--- src/rtl/krn_pkg.sv ---
`default_nettype none
// ---------------------------------------------------------------------------
// krn_pkg
// Shared widths and record types of the kernel rank normaliser.
// ---------------------------------------------------------------------------
package krn_pkg;

  localparam int VAL_W  = 32;          // sample value, signed Q16.16
  localparam int RANK_W = 6;           // rank of one position
  localparam int FRAC_W = 16;          // threshold fraction, Q0.16
  localparam int DIV_W  = RANK_W + 1;  // divider operands: rank+1 and count+1

  // One queued item, classified by the front end
  typedef struct packed {
    logic signed [VAL_W-1:0] value;
    logic                    last;
    logic                    drop;
  } item_t;

  // One result transfer
  typedef struct packed {
    logic [RANK_W-1:0] rank;
    logic [FRAC_W-1:0] frac;
    logic              run_end;
    logic              ovf;
  } result_t;

endpackage : krn_pkg
`default_nettype wire

--- src/rtl/krn_ram.sv ---
`default_nettype none
// ---------------------------------------------------------------------------
// krn_ram
// Generic simple dual-port RAM: one write port, one registered read port.
// ---------------------------------------------------------------------------
module krn_ram #(
  parameter int WIDTH = 32,
  parameter int DEPTH = 64
) (
  input  wire logic                     clk,
  input  wire logic                     we,
  input  wire logic [$clog2(DEPTH)-1:0] waddr,
  input  wire logic [WIDTH-1:0]         wdata,
  input  wire logic                     re,
  input  wire logic [$clog2(DEPTH)-1:0] raddr,
  output logic      [WIDTH-1:0]         rdata
);

  logic [WIDTH-1:0] mem_r [DEPTH];
  logic [WIDTH-1:0] rdata_r;

  always_ff @(posedge clk) begin
    if (we) begin
      mem_r[waddr] <= wdata;
    end
    if (re) begin
      rdata_r <= mem_r[raddr];
    end
  end

  assign rdata = rdata_r;

endmodule : krn_ram
`default_nettype wire

--- src/rtl/krn_front.sv ---
`default_nettype none
// ---------------------------------------------------------------------------
// krn_front
// Accepts items, marks those beyond capacity for dropping, and queues them.
// ---------------------------------------------------------------------------
module krn_front
  import krn_pkg::*;
#(
  parameter int MAX_ENTRIES = 64
) (
  input  wire logic                    clk,
  input  wire logic                    rst_n,
  input  wire logic                    start,
  output logic                         busy,
  input  wire logic signed [VAL_W-1:0] in_sample_value,
  input  wire logic                    in_is_final,
  output logic                         q_valid,
  output item_t                        q_item,
  input  wire logic                    q_pop
);

  localparam int CNT_W = $clog2(MAX_ENTRIES + 1);

  logic [CNT_W-1:0] cnt_r, cnt_nxt;
  logic [1:0]       occ_r, occ_nxt;
  logic             wp_r, wp_nxt;
  logic             rp_r, rp_nxt;
  item_t            slot_r [2];
  logic             accept;
  logic             pop;
  item_t            new_item;

  assign busy    = (occ_r == 2'd2);
  assign accept  = start && !busy;
  assign q_valid = (occ_r != 2'd0);
  assign q_item  = slot_r[rp_r];
  assign pop     = q_pop && q_valid;

  always_comb begin
    new_item.value = in_sample_value;
    new_item.last  = in_is_final;
    new_item.drop  = (cnt_r == CNT_W'(MAX_ENTRIES));
  end

  always_comb begin
    cnt_nxt = cnt_r;
    if (accept) begin
      if (in_is_final) begin
        cnt_nxt = '0;
      end else if (!new_item.drop) begin
        cnt_nxt = cnt_r + CNT_W'(1);
      end
    end
    wp_nxt  = accept ? !wp_r : wp_r;
    rp_nxt  = pop ? !rp_r : rp_r;
    occ_nxt = occ_r + {1'b0, accept} - {1'b0, pop};
  end

  always_ff @(posedge clk) begin
    if (!rst_n) begin
      cnt_r <= '0;
      occ_r <= '0;
      wp_r  <= 1'b0;
      rp_r  <= 1'b0;
    end else begin
      cnt_r <= cnt_nxt;
      occ_r <= occ_nxt;
      wp_r  <= wp_nxt;
      rp_r  <= rp_nxt;
    end
  end

  // Queue storage holds payload only
  always_ff @(posedge clk) begin
    if (accept) begin
      slot_r[wp_r] <= new_item;
    end
  end

endmodule : krn_front
`default_nettype wire

--- src/rtl/krn_div.sv ---
`default_nettype none
// ---------------------------------------------------------------------------
// krn_div
// Restoring divider, one quotient bit a cycle: floor(numer * 2^16 / denom).
// ---------------------------------------------------------------------------
module krn_div
  import krn_pkg::*;
(
  input  wire logic              clk,
  input  wire logic              rst_n,
  input  wire logic              start,
  input  wire logic [DIV_W-1:0]  numer,
  input  wire logic [DIV_W-1:0]  denom,
  output logic                   done,
  output logic [FRAC_W-1:0]      quot
);

  localparam int STEP_W = $clog2(FRAC_W);

  logic              run_r, run_nxt;
  logic              done_r, done_nxt;
  logic [STEP_W-1:0] step_r, step_nxt;
  logic [DIV_W-1:0]  rem_r, rem_nxt;
  logic [DIV_W-1:0]  den_r, den_nxt;
  logic [FRAC_W-1:0] q_r, q_nxt;
  logic [DIV_W:0]    trial;
  logic [DIV_W:0]    diff;
  logic              ge;

  // Numerator is below the denominator, so the remainder stays within DIV_W bits
  assign trial = {rem_r, 1'b0};
  assign diff  = trial - {1'b0, den_r};
  assign ge    = (trial >= {1'b0, den_r});

  always_comb begin
    run_nxt  = run_r;
    done_nxt = 1'b0;
    step_nxt = step_r;
    rem_nxt  = rem_r;
    den_nxt  = den_r;
    q_nxt    = q_r;
    if (start) begin
      run_nxt  = 1'b1;
      step_nxt = STEP_W'(FRAC_W - 1);
      rem_nxt  = numer;
      den_nxt  = denom;
      q_nxt    = '0;
    end else if (run_r) begin
      rem_nxt  = ge ? diff[DIV_W-1:0] : trial[DIV_W-1:0];
      q_nxt    = {q_r[FRAC_W-2:0], ge};
      step_nxt = step_r - STEP_W'(1);
      if (step_r == '0) begin
        run_nxt  = 1'b0;
        done_nxt = 1'b1;
      end
    end
  end

  always_ff @(posedge clk) begin
    if (!rst_n) begin
      run_r  <= 1'b0;
      done_r <= 1'b0;
    end else begin
      run_r  <= run_nxt;
      done_r <= done_nxt;
    end
  end

  always_ff @(posedge clk) begin
    step_r <= step_nxt;
    rem_r  <= rem_nxt;
    den_r  <= den_nxt;
    q_r    <= q_nxt;
  end

  assign done = done_r;
  assign quot = q_r;

endmodule : krn_div
`default_nettype wire

--- src/rtl/krn_back.sv ---
`default_nettype none
// ---------------------------------------------------------------------------
// krn_back
// Ranks each queued value against the stored ones, then emits the results.
// ---------------------------------------------------------------------------
module krn_back
  import krn_pkg::*;
#(
  parameter int MAX_ENTRIES = 64
) (
  input  wire logic clk,
  input  wire logic rst_n,
  input  wire logic q_valid,
  input  item_t     q_item,
  output logic      q_pop,
  output logic      res_valid,
  output result_t   res
);

  localparam int IDX_W = $clog2(MAX_ENTRIES);
  localparam int CNT_W = $clog2(MAX_ENTRIES + 1);

  localparam logic [2:0] S_IDLE = 3'd0;
  localparam logic [2:0] S_SCAN = 3'd1;
  localparam logic [2:0] S_ERD  = 3'd2;
  localparam logic [2:0] S_ELD  = 3'd3;
  localparam logic [2:0] S_EDIV = 3'd4;

  logic [2:0]              state_r, state_nxt;
  logic [CNT_W-1:0]        fill_r, fill_nxt;
  logic                    ovf_r, ovf_nxt;
  logic [CNT_W-1:0]        i_r, i_nxt;
  logic [CNT_W-1:0]        k_r, k_nxt;
  logic [RANK_W-1:0]       rk_r, rk_nxt;
  logic                    last_r, last_nxt;
  logic                    rd_vld_r, rd_vld_nxt;
  logic                    out_vld_r, out_vld_nxt;
  logic signed [VAL_W-1:0] v_r, v_nxt;
  logic [IDX_W-1:0]        rd_idx_r, rd_idx_nxt;
  logic [RANK_W-1:0]       r_r, r_nxt;
  result_t                 res_r, res_nxt;

  logic                    val_we, val_re;
  logic                    rank_we, rank_re;
  logic [IDX_W-1:0]        val_waddr, rank_waddr, rd_addr;
  logic [VAL_W-1:0]        val_wdata, val_rdata;
  logic [RANK_W-1:0]       rank_wdata, rank_rdata;
  logic                    issue;
  logic                    run_end;
  logic                    div_start, div_done;
  logic [FRAC_W-1:0]       div_quot;

  krn_ram #(.WIDTH(VAL_W), .DEPTH(MAX_ENTRIES)) u_val_ram (
    .clk   (clk),
    .we    (val_we),
    .waddr (val_waddr),
    .wdata (val_wdata),
    .re    (val_re),
    .raddr (rd_addr),
    .rdata (val_rdata)
  );

  krn_ram #(.WIDTH(RANK_W), .DEPTH(MAX_ENTRIES)) u_rank_ram (
    .clk   (clk),
    .we    (rank_we),
    .waddr (rank_waddr),
    .wdata (rank_wdata),
    .re    (rank_re),
    .raddr (rd_addr),
    .rdata (rank_rdata)
  );

  krn_div u_div (
    .clk   (clk),
    .rst_n (rst_n),
    .start (div_start),
    .numer (DIV_W'(rank_rdata) + DIV_W'(1)),
    .denom (DIV_W'(fill_r) + DIV_W'(1)),
    .done  (div_done),
    .quot  (div_quot)
  );

  assign issue   = (i_r < fill_r);
  assign run_end = ((k_r + CNT_W'(1)) == fill_r);

  always_comb begin
    state_nxt   = state_r;
    fill_nxt    = fill_r;
    ovf_nxt     = ovf_r;
    i_nxt       = i_r;
    k_nxt       = k_r;
    rk_nxt      = rk_r;
    last_nxt    = last_r;
    rd_vld_nxt  = 1'b0;
    out_vld_nxt = 1'b0;
    v_nxt       = v_r;
    rd_idx_nxt  = rd_idx_r;
    r_nxt       = r_r;
    res_nxt     = res_r;
    q_pop       = 1'b0;
    val_we      = 1'b0;
    val_re      = 1'b0;
    rank_we     = 1'b0;
    rank_re     = 1'b0;
    val_waddr   = fill_r[IDX_W-1:0];
    val_wdata   = v_r;
    rank_waddr  = fill_r[IDX_W-1:0];
    rank_wdata  = rk_r;
    rd_addr     = i_r[IDX_W-1:0];
    div_start   = 1'b0;

    unique case (state_r)
      S_IDLE: begin
        if (q_valid) begin
          q_pop    = 1'b1;
          v_nxt    = q_item.value;
          last_nxt = q_item.last;
          i_nxt    = '0;
          k_nxt    = '0;
          rk_nxt   = '0;
          if (q_item.drop) begin
            ovf_nxt = 1'b1;
            if (q_item.last) begin
              state_nxt = S_ERD;
            end
          end else begin
            state_nxt = S_SCAN;
          end
        end
      end
      S_SCAN: begin
        if (issue) begin
          val_re     = 1'b1;
          rank_re    = 1'b1;
          i_nxt      = i_r + CNT_W'(1);
          rd_vld_nxt = 1'b1;
          rd_idx_nxt = i_r[IDX_W-1:0];
        end
        if (rd_vld_r) begin
          if ($signed(val_rdata) <= v_r) begin
            rk_nxt = rk_r + RANK_W'(1);
          end else begin
            rank_we    = 1'b1;
            rank_waddr = rd_idx_r;
            rank_wdata = rank_rdata + RANK_W'(1);
          end
        end
        // Scan drained: store the value with its final rank
        if (!issue && !rd_vld_r) begin
          val_we    = 1'b1;
          rank_we   = 1'b1;
          fill_nxt  = fill_r + CNT_W'(1);
          state_nxt = last_r ? S_ERD : S_IDLE;
        end
      end
      S_ERD: begin
        rank_re   = 1'b1;
        rd_addr   = k_r[IDX_W-1:0];
        state_nxt = S_ELD;
      end
      S_ELD: begin
        div_start = 1'b1;
        r_nxt     = rank_rdata;
        state_nxt = S_EDIV;
      end
      S_EDIV: begin
        if (div_done) begin
          out_vld_nxt     = 1'b1;
          res_nxt.rank    = r_r;
          res_nxt.frac    = div_quot;
          res_nxt.run_end = run_end;
          res_nxt.ovf     = ovf_r;
          if (run_end) begin
            fill_nxt  = '0;
            ovf_nxt   = 1'b0;
            state_nxt = S_IDLE;
          end else begin
            k_nxt     = k_r + CNT_W'(1);
            state_nxt = S_ERD;
          end
        end
      end
      default: begin
        state_nxt = S_IDLE;
      end
    endcase
  end

  always_ff @(posedge clk) begin
    if (!rst_n) begin
      state_r   <= S_IDLE;
      fill_r    <= '0;
      ovf_r     <= 1'b0;
      i_r       <= '0;
      k_r       <= '0;
      rk_r      <= '0;
      last_r    <= 1'b0;
      rd_vld_r  <= 1'b0;
      out_vld_r <= 1'b0;
    end else begin
      state_r   <= state_nxt;
      fill_r    <= fill_nxt;
      ovf_r     <= ovf_nxt;
      i_r       <= i_nxt;
      k_r       <= k_nxt;
      rk_r      <= rk_nxt;
      last_r    <= last_nxt;
      rd_vld_r  <= rd_vld_nxt;
      out_vld_r <= out_vld_nxt;
    end
  end

  always_ff @(posedge clk) begin
    v_r      <= v_nxt;
    rd_idx_r <= rd_idx_nxt;
    r_r      <= r_nxt;
    res_r    <= res_nxt;
  end

  assign res_valid = out_vld_r;
  assign res       = res_r;

endmodule : krn_back
`default_nettype wire

--- src/rtl/kernel_rank_normalizer_unit.sv ---
`default_nettype none
// ---------------------------------------------------------------------------
// kernel_rank_normalizer_unit
// Rank transform of a threshold kernel: stores the values of one run, ranks
// them ascending (ties by raster position) and emits rank and (rank+1)/(n+1).
// ---------------------------------------------------------------------------
//
//  channel  | handshake           | payload
//  ---------+---------------------+------------------------------------------
//  input    | start && !busy      | in_sample_value, in_is_final
//  result   | out_valid (strobe)  | out_rank_index, out_threshold_fraction,
//           |                     | out_run_end, out_overflowed
//
//  A two-entry queue parts the front end from the ranking engine; busy rises
//  only when that queue is full.
//  Ranking a value pops it from the queue, then reads the value and rank RAMs
//  one entry a cycle over the n values already stored. A dropped value is
//  popped without a scan.
//  Each result waits on the bit-serial divider (16 steps) and the rank RAM
//  read ahead of it.
//  Reset is synchronous and active low; no clearing pass is needed, as only
//  entries written in the current run are ever read.
//  Results cannot be held off: each strobe is a completed transfer.
// ---------------------------------------------------------------------------
module kernel_rank_normalizer_unit
  import krn_pkg::*;
#(
  parameter int MAX_ENTRIES = 64
) (
  input  wire logic                    clk,
  input  wire logic                    rst_n,
  input  wire logic                    start,
  output logic                         busy,
  input  wire logic signed [VAL_W-1:0] in_sample_value,
  input  wire logic                    in_is_final,
  output logic                         out_valid,
  output logic [RANK_W-1:0]            out_rank_index,
  output logic [FRAC_W-1:0]            out_threshold_fraction,
  output logic                         out_run_end,
  output logic                         out_overflowed
);

  item_t   q_item;
  logic    q_valid;
  logic    q_pop;
  result_t res;

  // Front end: accept, classify against capacity, queue
  krn_front #(.MAX_ENTRIES(MAX_ENTRIES)) u_front (
    .clk             (clk),
    .rst_n           (rst_n),
    .start           (start),
    .busy            (busy),
    .in_sample_value (in_sample_value),
    .in_is_final     (in_is_final),
    .q_valid         (q_valid),
    .q_item          (q_item),
    .q_pop           (q_pop)
  );

  // Back end: rank each value, then emit the run in raster order
  krn_back #(.MAX_ENTRIES(MAX_ENTRIES)) u_back (
    .clk       (clk),
    .rst_n     (rst_n),
    .q_valid   (q_valid),
    .q_item    (q_item),
    .q_pop     (q_pop),
    .res_valid (out_valid),
    .res       (res)
  );

  // Unpack the result record onto its own ports
  assign out_rank_index         = res.rank;
  assign out_threshold_fraction = res.frac;
  assign out_run_end            = res.run_end;
  assign out_overflowed         = res.ovf;

endmodule : kernel_rank_normalizer_unit
`default_nettype wire

--- config.mk ---
export PLATFORM = sky130hd
export DESIGN_NAME = kernel_rank_normalizer_unit
export DESIGN_NICKNAME = d
export VERILOG_FILES = /design/src/rtl/krn_pkg.sv /design/src/rtl/krn_ram.sv /design/src/rtl/krn_front.sv /design/src/rtl/krn_div.sv /design/src/rtl/krn_back.sv /design/src/rtl/kernel_rank_normalizer_unit.sv
export SDC_FILE = /design/constraint.sdc
export NUM_CORES = 2
export LEC_CHECK = 0
export ABC_AREA = 1
export CORE_ASPECT_RATIO = 1.4
export CORE_UTILIZATION = 52
export DETAILED_ROUTE_END_ITERATION = 16
export DONT_BUFFER_PORTS = 1
export HOLD_SLACK_MARGIN = 0.02
export PLACE_DENSITY = 0.67
export REMOVE_ABC_BUFFERS = 1
export SLEW_MARGIN = 15
export SYNTH_ARGS = -nofsm -noshare
export SYNTH_HDL_FRONTEND = slang
export SYNTH_SLANG_ARGS = --single-unit
--- constraint.sdc ---
create_clock -name clk -period 12 [get_ports clk]
set_clock_uncertainty 0.2 [all_clocks]
set_input_delay 3 -clock clk [delete_from_list [all_inputs] [get_ports clk]]
set_output_delay 3 -clock clk [all_outputs]
set_load 0.005 [all_outputs]
# Word level (Yosys, flattened, before mapping)
# Memories as Yosys holds them, arrays and structs flattened. A register that Yosys moved wholly into a read port is not among the register bits.
# Cells that the tools add are included.
# totals
mem_count	3
ff_bits	149
output_inout_bits	26
mem_bits_rw	2500
# mem_list
memory	depth	width	rd	rd_ports_with_merged_regs	write_ports	line	rtl
u_back.u_val_ram.mem_r	64	32	1	1	1	krn_ram.sv:19	logic [WIDTH-1:0] mem_r [DEPTH];
u_back.u_rank_ram.mem_r	64	6	1	1	1	krn_ram.sv:19	
u_front.slot_r	2	34	1	1	1	krn_front.sv:28	item_t slot_r [2];
# op_classes
n_addsub	11
n_mux	64
reduce_logical	27
eq_ne	18
n_lt_le_gt_ge	3
bitwise_logic	2
# op_table
operator	count
$mux 7	12
$mux 6	10
$pmux 7 s2	3
$le 32x32->1	1
$add 7x1->7 const B	4
$mux 1	28
$reduce_and 4->1	4
$mux 3	5
$pmux 3 s5	1
$add 6x1->6 const B	2
$pmux 6 s2	1
$ne 2x1->1 const B	5
$ne 2x2->1 const B	5
$reduce_and 2->1	5
$reduce_bool 2->1	5
$ge 8x7->1	1
$add 6x1->7 const B	1
$eq 7x7->1	1
$eq 7x7->1 const B	1
$lt 7x7->1	1
$sub 7x7->7	1
$eq 3x2->1 const B	2
$logic_not 1->1	5
$reduce_and 5->1	1
15 further kinds	20

# Longest topological paths before layout
# logic_depth
word_depth	7
mapped_depth	21
depth_no_buf	20

# Hierarchy
# A second synthesis with hierarchy kept.
# unflattened
cells_unflattened	9150
area_unflattened_um2	109323.6
# modules_own_cells
module	instances	area_per_inst_um2	seq_area_each_um2	cells_each
krn_ram (u_back.u_val_ram)	1	83058.4	62459.9	6769
krn_ram (u_back.u_rank_ram)	1	15990.3	11711.2	1376
krn_back	1	5383.9	2722.6	592
krn_front	1	3181.8	2282.2	214
krn_div	1	1709.1	860.8	199

# Worst setup path after synthesis
# OpenSTA, ideal clock, no wires.
# synth_path
path_kind	reg2reg
start	register u_back.v_r[31]
end	memory u_back.u_rank_ram.mem_r[0][1] (netlist bit) (data pin)
arrival_ps	5035
path_stages_with_launch	12
setup_slack_ps	6063
path_cell_list	edfxtp_1 inv_1 ha_1 nand2_1 nor2_2 nand2_1 nor2_2 nand2_1 nand3_2 nand4_4 buf_4 o21ai_0
# synth_between
elab_chain_cells	4
# synth_lines
item	line	rtl
start: declaration	krn_back.sv:38	logic signed [VAL_W-1:0] v_r, v_nxt;
start signal: assignment	krn_back.sv:214	v_r <= v_nxt;
$le 32x32->1	krn_back.sv:140	if ($signed(val_rdata) <= v_r) begin
$mux 6	krn_back.sv:140	
$mux 6	krn_back.sv:139	if (rd_vld_r) begin
$mux 6	krn_back.sv:112	unique case (state_r)
via u_back.rank_wdata[1]	krn_back.sv:47	logic [RANK_W-1:0] rank_wdata, rank_rdata;
end: declaration	krn_ram.sv:19	
# The timed path passes the listed nets, and every way through them passes these cells.

# Worst setup path in the final report
# layout_path
start	register u_back.state_r[0]
end	register u_back.u_val_ram.rdata_r[23], in the netlist u_back.u_val_ram.rdata[23], read port of u_back.u_val_ram.mem_r (data pin)
# layout_between
elab_chain_cells	2
# layout_lines
item	line	rtl
start: declaration	krn_back.sv:29	logic [2:0] state_r, state_nxt;
start signal: assignment	krn_back.sv:201	state_r <= state_nxt;
$eq 3x2->1 / $eq 3x1->1 (equally long branches)	krn_back.sv:112	
$mux 6 / $mux 1 (equally long branches)	krn_back.sv:112	
end: declaration	krn_ram.sv:20	logic [WIDTH-1:0] rdata_r;
# Several ways; a longest one is shown, not always the timed one.
# A chain may end at the register's enable or synchronous reset.

==> flow_metrics.py <==
metrics = {
    "sta": {
        "hold_viol": 0,
        "grt_setup_unrepaired": "no",
        "fin_ws_ps": 6050,
        "worstMarginPinSlew_ps": 1240,
        "finalCritPeriodShare_pct": 49.5,
        "slew_headroom_pct": 17.3,
        "max_freq_ghz": 0.168,
        "post-route-min-period_ps": 5950,
        "setup-violations-final": 0,
        "final_max_slew_viol_count": 0,
    },
    "clock_network": {
        "cts_htree_levels": 4,
        "post_cts_buffers": 0,
        "clock_latency_ps": 900,
        "numCtsBuffers": 234,
        "postCtsResizedCells": 0,
        "cts_num_sinks": 2688,
        "cts.hold.buffers_added": 0,
        "clock_path_buffers": 4,
        "cts_tree": "built",
        "clk_pin_slew_worst_paths_ps": 70,
        "cts_root_buf": "clkbuf_16",
    },
    "synth": {
        "netlist.area_leader.share_pct": 74.1,
        "avgSynthCellArea_um2": 13.7,
        "yosysSeqAreaShare_pct": 75.4,
        "synth_area_um2": 106000,
        "syn_inst": 7776,
        "synth_cell_types": 50,
        "ys_ff_latch": 2688,
        "synth_area_leader_cell": "edfxtp_1",
        "yosys_warnings": 0,
        "synthArstFlopShare_pct": 0,
        "ys_top_cells_by_area": "edfxtp_1 (74%), o21ai_0 (5.6%), nor2_1 (4.6%)",
        "synth_edf_count": 2620,
        "synth_ff_type": "edfxtp_1",
    },
    "worst_setup_path": {
        "required_ps": 12520,
        "critPathArrivalTime_ps": 6470,
        "start_kind": "register",
        "end_kind": "register",
        "reg2reg_depth": 13,
        "critPathMaxFanout": 216,
        "worst-setup-path-type": "register to register",
    },
    "detailed_routing": {
        "drc": 0,
        "wl_met1_um": 108000,
        "wl_um": 293000,
        "route.met3.wl_um": 26600,
        "drt_pass1_iterations": 6,
        "postRouteAntennaNets": 0,
        "routed.top_layer": "met5",
        "wl_per_cell_um": 27.9,
        "drt-initial-drc-count": 8612,
        "vias": 67500,
        "dr_wl_met2_um": 140000,
        "vias_per_cell": 6.44,
    },
    "pwr": {
        "ir_drop_uv": 267,
        "p_per_area_nw_per_um2": 220,
        "leakagePower_nw": 36.7,
        "power.total_mw": 25.6,
    },
    "place": {
        "place_congestion": 0.871,
        "dpl.hpwl_um": 154000,
        "portBuffers": 0,
        "pre_cts_slack_ps": 6280,
    },
    "floorplan": {
        "die_area_um2": 206000,
        "core_um2": 202000,
        "rows": 195,
        "die_h_um": 537,
        "die_w_um": 384,
        "initial_core_util_pct": 52.5,
        "pin_count": 62,
    },
    "layout": {
        "fin_nets": 7737,
        "layout-drive-gt1-share_pct": 7.92,
        "area_delta_synth_final_pct": 9.68,
    },
    "job": {
        "drv_cap": 0,
    },
    "global_route": {
        "grt_pass1_vias": 65800,
        "grt_pass1_wl_um": 426000,
        "grt_util_all_layers_pct": 28.0,
        "grt_max_degree": 217,
        "grt-ovfl-total": 0,
        "antenna_found_initial": 5,
    },
    "worst_hold_path": {
        "hp-class": "register to register",
        "holdPathStages": 0,
    },
    "status": {
        "status": "finished clean",
    },
}
==> final cells by class <==
| type | instances | area, um^2 |
|---|---|---|
| Fill cell | 15300 | 85800 |
| Sequential cell | 2688 | 80000 |
| Multi-Input combinational cell | 4387 | 23700 |
| Clock buffer | 301 | 6330 |
| Tap cell | 2659 | 3330 |
| Timing Repair Buffer | 182 | 1490 |
| Clock inverter | 120 | 943 |
| Inverter | 152 | 608 |
| Antenna cell | 1 | 2.50 |
==> state kept, by name, summed over array words and instances (netlist names), 2 cells and up, named ones only <==
register / flops
u_back.u_div.step_r: 4
u_back.u_div.rem_r: 7
u_back.u_val_ram.mem_r: 2048
u_back.k_r: 7
u_back.u_val_ram.rdata: 32
u_back.u_div.den_r: 7
u_front.cnt_r: 7
u_back.rk_r: 6
u_back.fill_r: 7
u_back.u_div.quot: 16
u_back.res: 24
u_back.i_r: 7
u_back.v_r: 32
u_back.state_r: 3
u_front.occ_r: 2
u_front.slot_r: 68
u_back.r_r: 6
u_back.rd_idx_r: 6
u_back.u_rank_ram.rdata: 6
u_back.u_rank_ram.mem_r: 384
==> metrics by stage <==
stage | hold WS [ps] | setup TNS [ps] | area [um^2] | cells | utilization (%)
global placement | 213 | 0 | 109000 | 10100 | 54.0
global route | 237 | 0 | 116000 | 10500 | 57.6
detailed placement | 208 | 0 | 109000 | 10100 | 54.0
floorplan | 200 | -938710 | 104000 | 7227 | -
CTS | 231 | 0 | 116000 | 10500 | 57.6
finish | 226 | 0 | 116000 | 10500 | 57.6
==> report_power, final <==
| group | internal [mW] | switching (mW) | leakage, nW |
|---|---|---|---|
| Clock | 4.01 | 3.29 | 3.55 |
| Sequential | 11.5 | 0.149 | 24.3 |
| Combinational | 1.65 | 5.03 | 8.84 |
==> cell families (layout without fill, tap and decap cells) <==
| logic type | count (synthesis) | count (layout) | share of synthesized area (%) |
|---|---|---|---|
| compound gates | 2346 | 2346 | 13.5 |
| xor+xnor | 18 | 18 | 0.148 |
| fa+ha+maj | 56 | 56 | 0.667 |
| buf+inv | 701 | 755 | 2.84 |
| flops | 2688 | 2688 | 75.4 |
| mux | 1 | 1 | 0.00943 |
| other cells | 0 | 1 | 0 |
| simple gates | 1966 | 1966 | 7.50 |
==> final timing paths <==
kind	slack, ps	end	from
setup / recovery	6050	u_back.u_val_ram.rdata[23]	u_back.state_r[0]
hold / removal	230	u_back.res[20]	u_back.r_r[2]
setup reg to reg	6050	u_back.u_val_ram.rdata[23]	u_back.state_r[0]
hold reg to reg	230	u_back.res[20]	u_back.r_r[2]
==> cell usage in the layout, fill, tap and decap left out, drive strengths merged <==
master	Yosys	final
a211oi	2	2
a21o	1	1
a21oi	63	63
a22oi	16	16
a31oi	2	2
and3	1	1
buf	202	182
bufinv	0	14
clkbuf	347	301
clkinv	3	98
clkinvlp	0	8
dfxtp	68	68
diode	0	1
edfxtp	2620	2620
fa	1	1
ha	55	55
inv	149	152
mux2i	1	1
nand2	316	316
nand3	313	313
nand3b	2	2
nand4	17	17
nor2	1300	1300
nor3	13	13
nor3b	2	2
o211ai	382	382
o21a	2	2
o21ai	1270	1270
o21bai	110	110
o221a	1	1
o221ai	232	232
o22ai	262	262
o31ai	1	1
o41ai	2	2
or2	2	2
xnor2	4	4
xor2	14	14
==> synth_stat cells, types with 2 or more instances <==
library cell  instances
or2_1                 2
o22ai_1             262
nor2_2                5
o21ai_2               3
a21oi_2               2
edfxtp_1           2620
o21ai_4               3
a21oi_1              61
nand4_1              16
a22oi_1              16
nand3b_1              2
o41ai_1               2
dfxtp_1              68
xor2_1               14
clkbuf_1            346
clkinv_1              3
a31oi_1               2
buf_2               161
o211ai_1            382
nand3_2               7
nand3_1             305
o21ai_0            1191
nand2_1             305
buf_1                10
ha_1                 55
nand2_2              11
xnor2_1               4
buf_6                17
o21bai_1            110
inv_1               141
o221ai_1            232
o21ai_1              73
nor3b_1               2
inv_2                 7
buf_4                14
o21a_1                2
a211oi_1              2
nor3_1               12
nor2_1             1295
==> worst max-delay path, cell delays in order (launching register included) <==
cell	delay, ps
dfxtp_1	310
inv_1	160
nand3_4	280
o21ai_4	250
buf_12	690
buf_12	580
buf_4	780
buf_4	580
o21ai_0	140
o221ai_1	230
nand3_1	120
nand3_1	240
nand3_1	500
nand2_1	210
==> routing by layer <==
metal,vias to the layer above,track usage (%)
met5,-,0
met2,3605,45.8
met4,2,15.5
met1,34000,36.0
li1,29200,-
met3,715,4.05
Note: power is estimated with default switching activity, not from simulation.
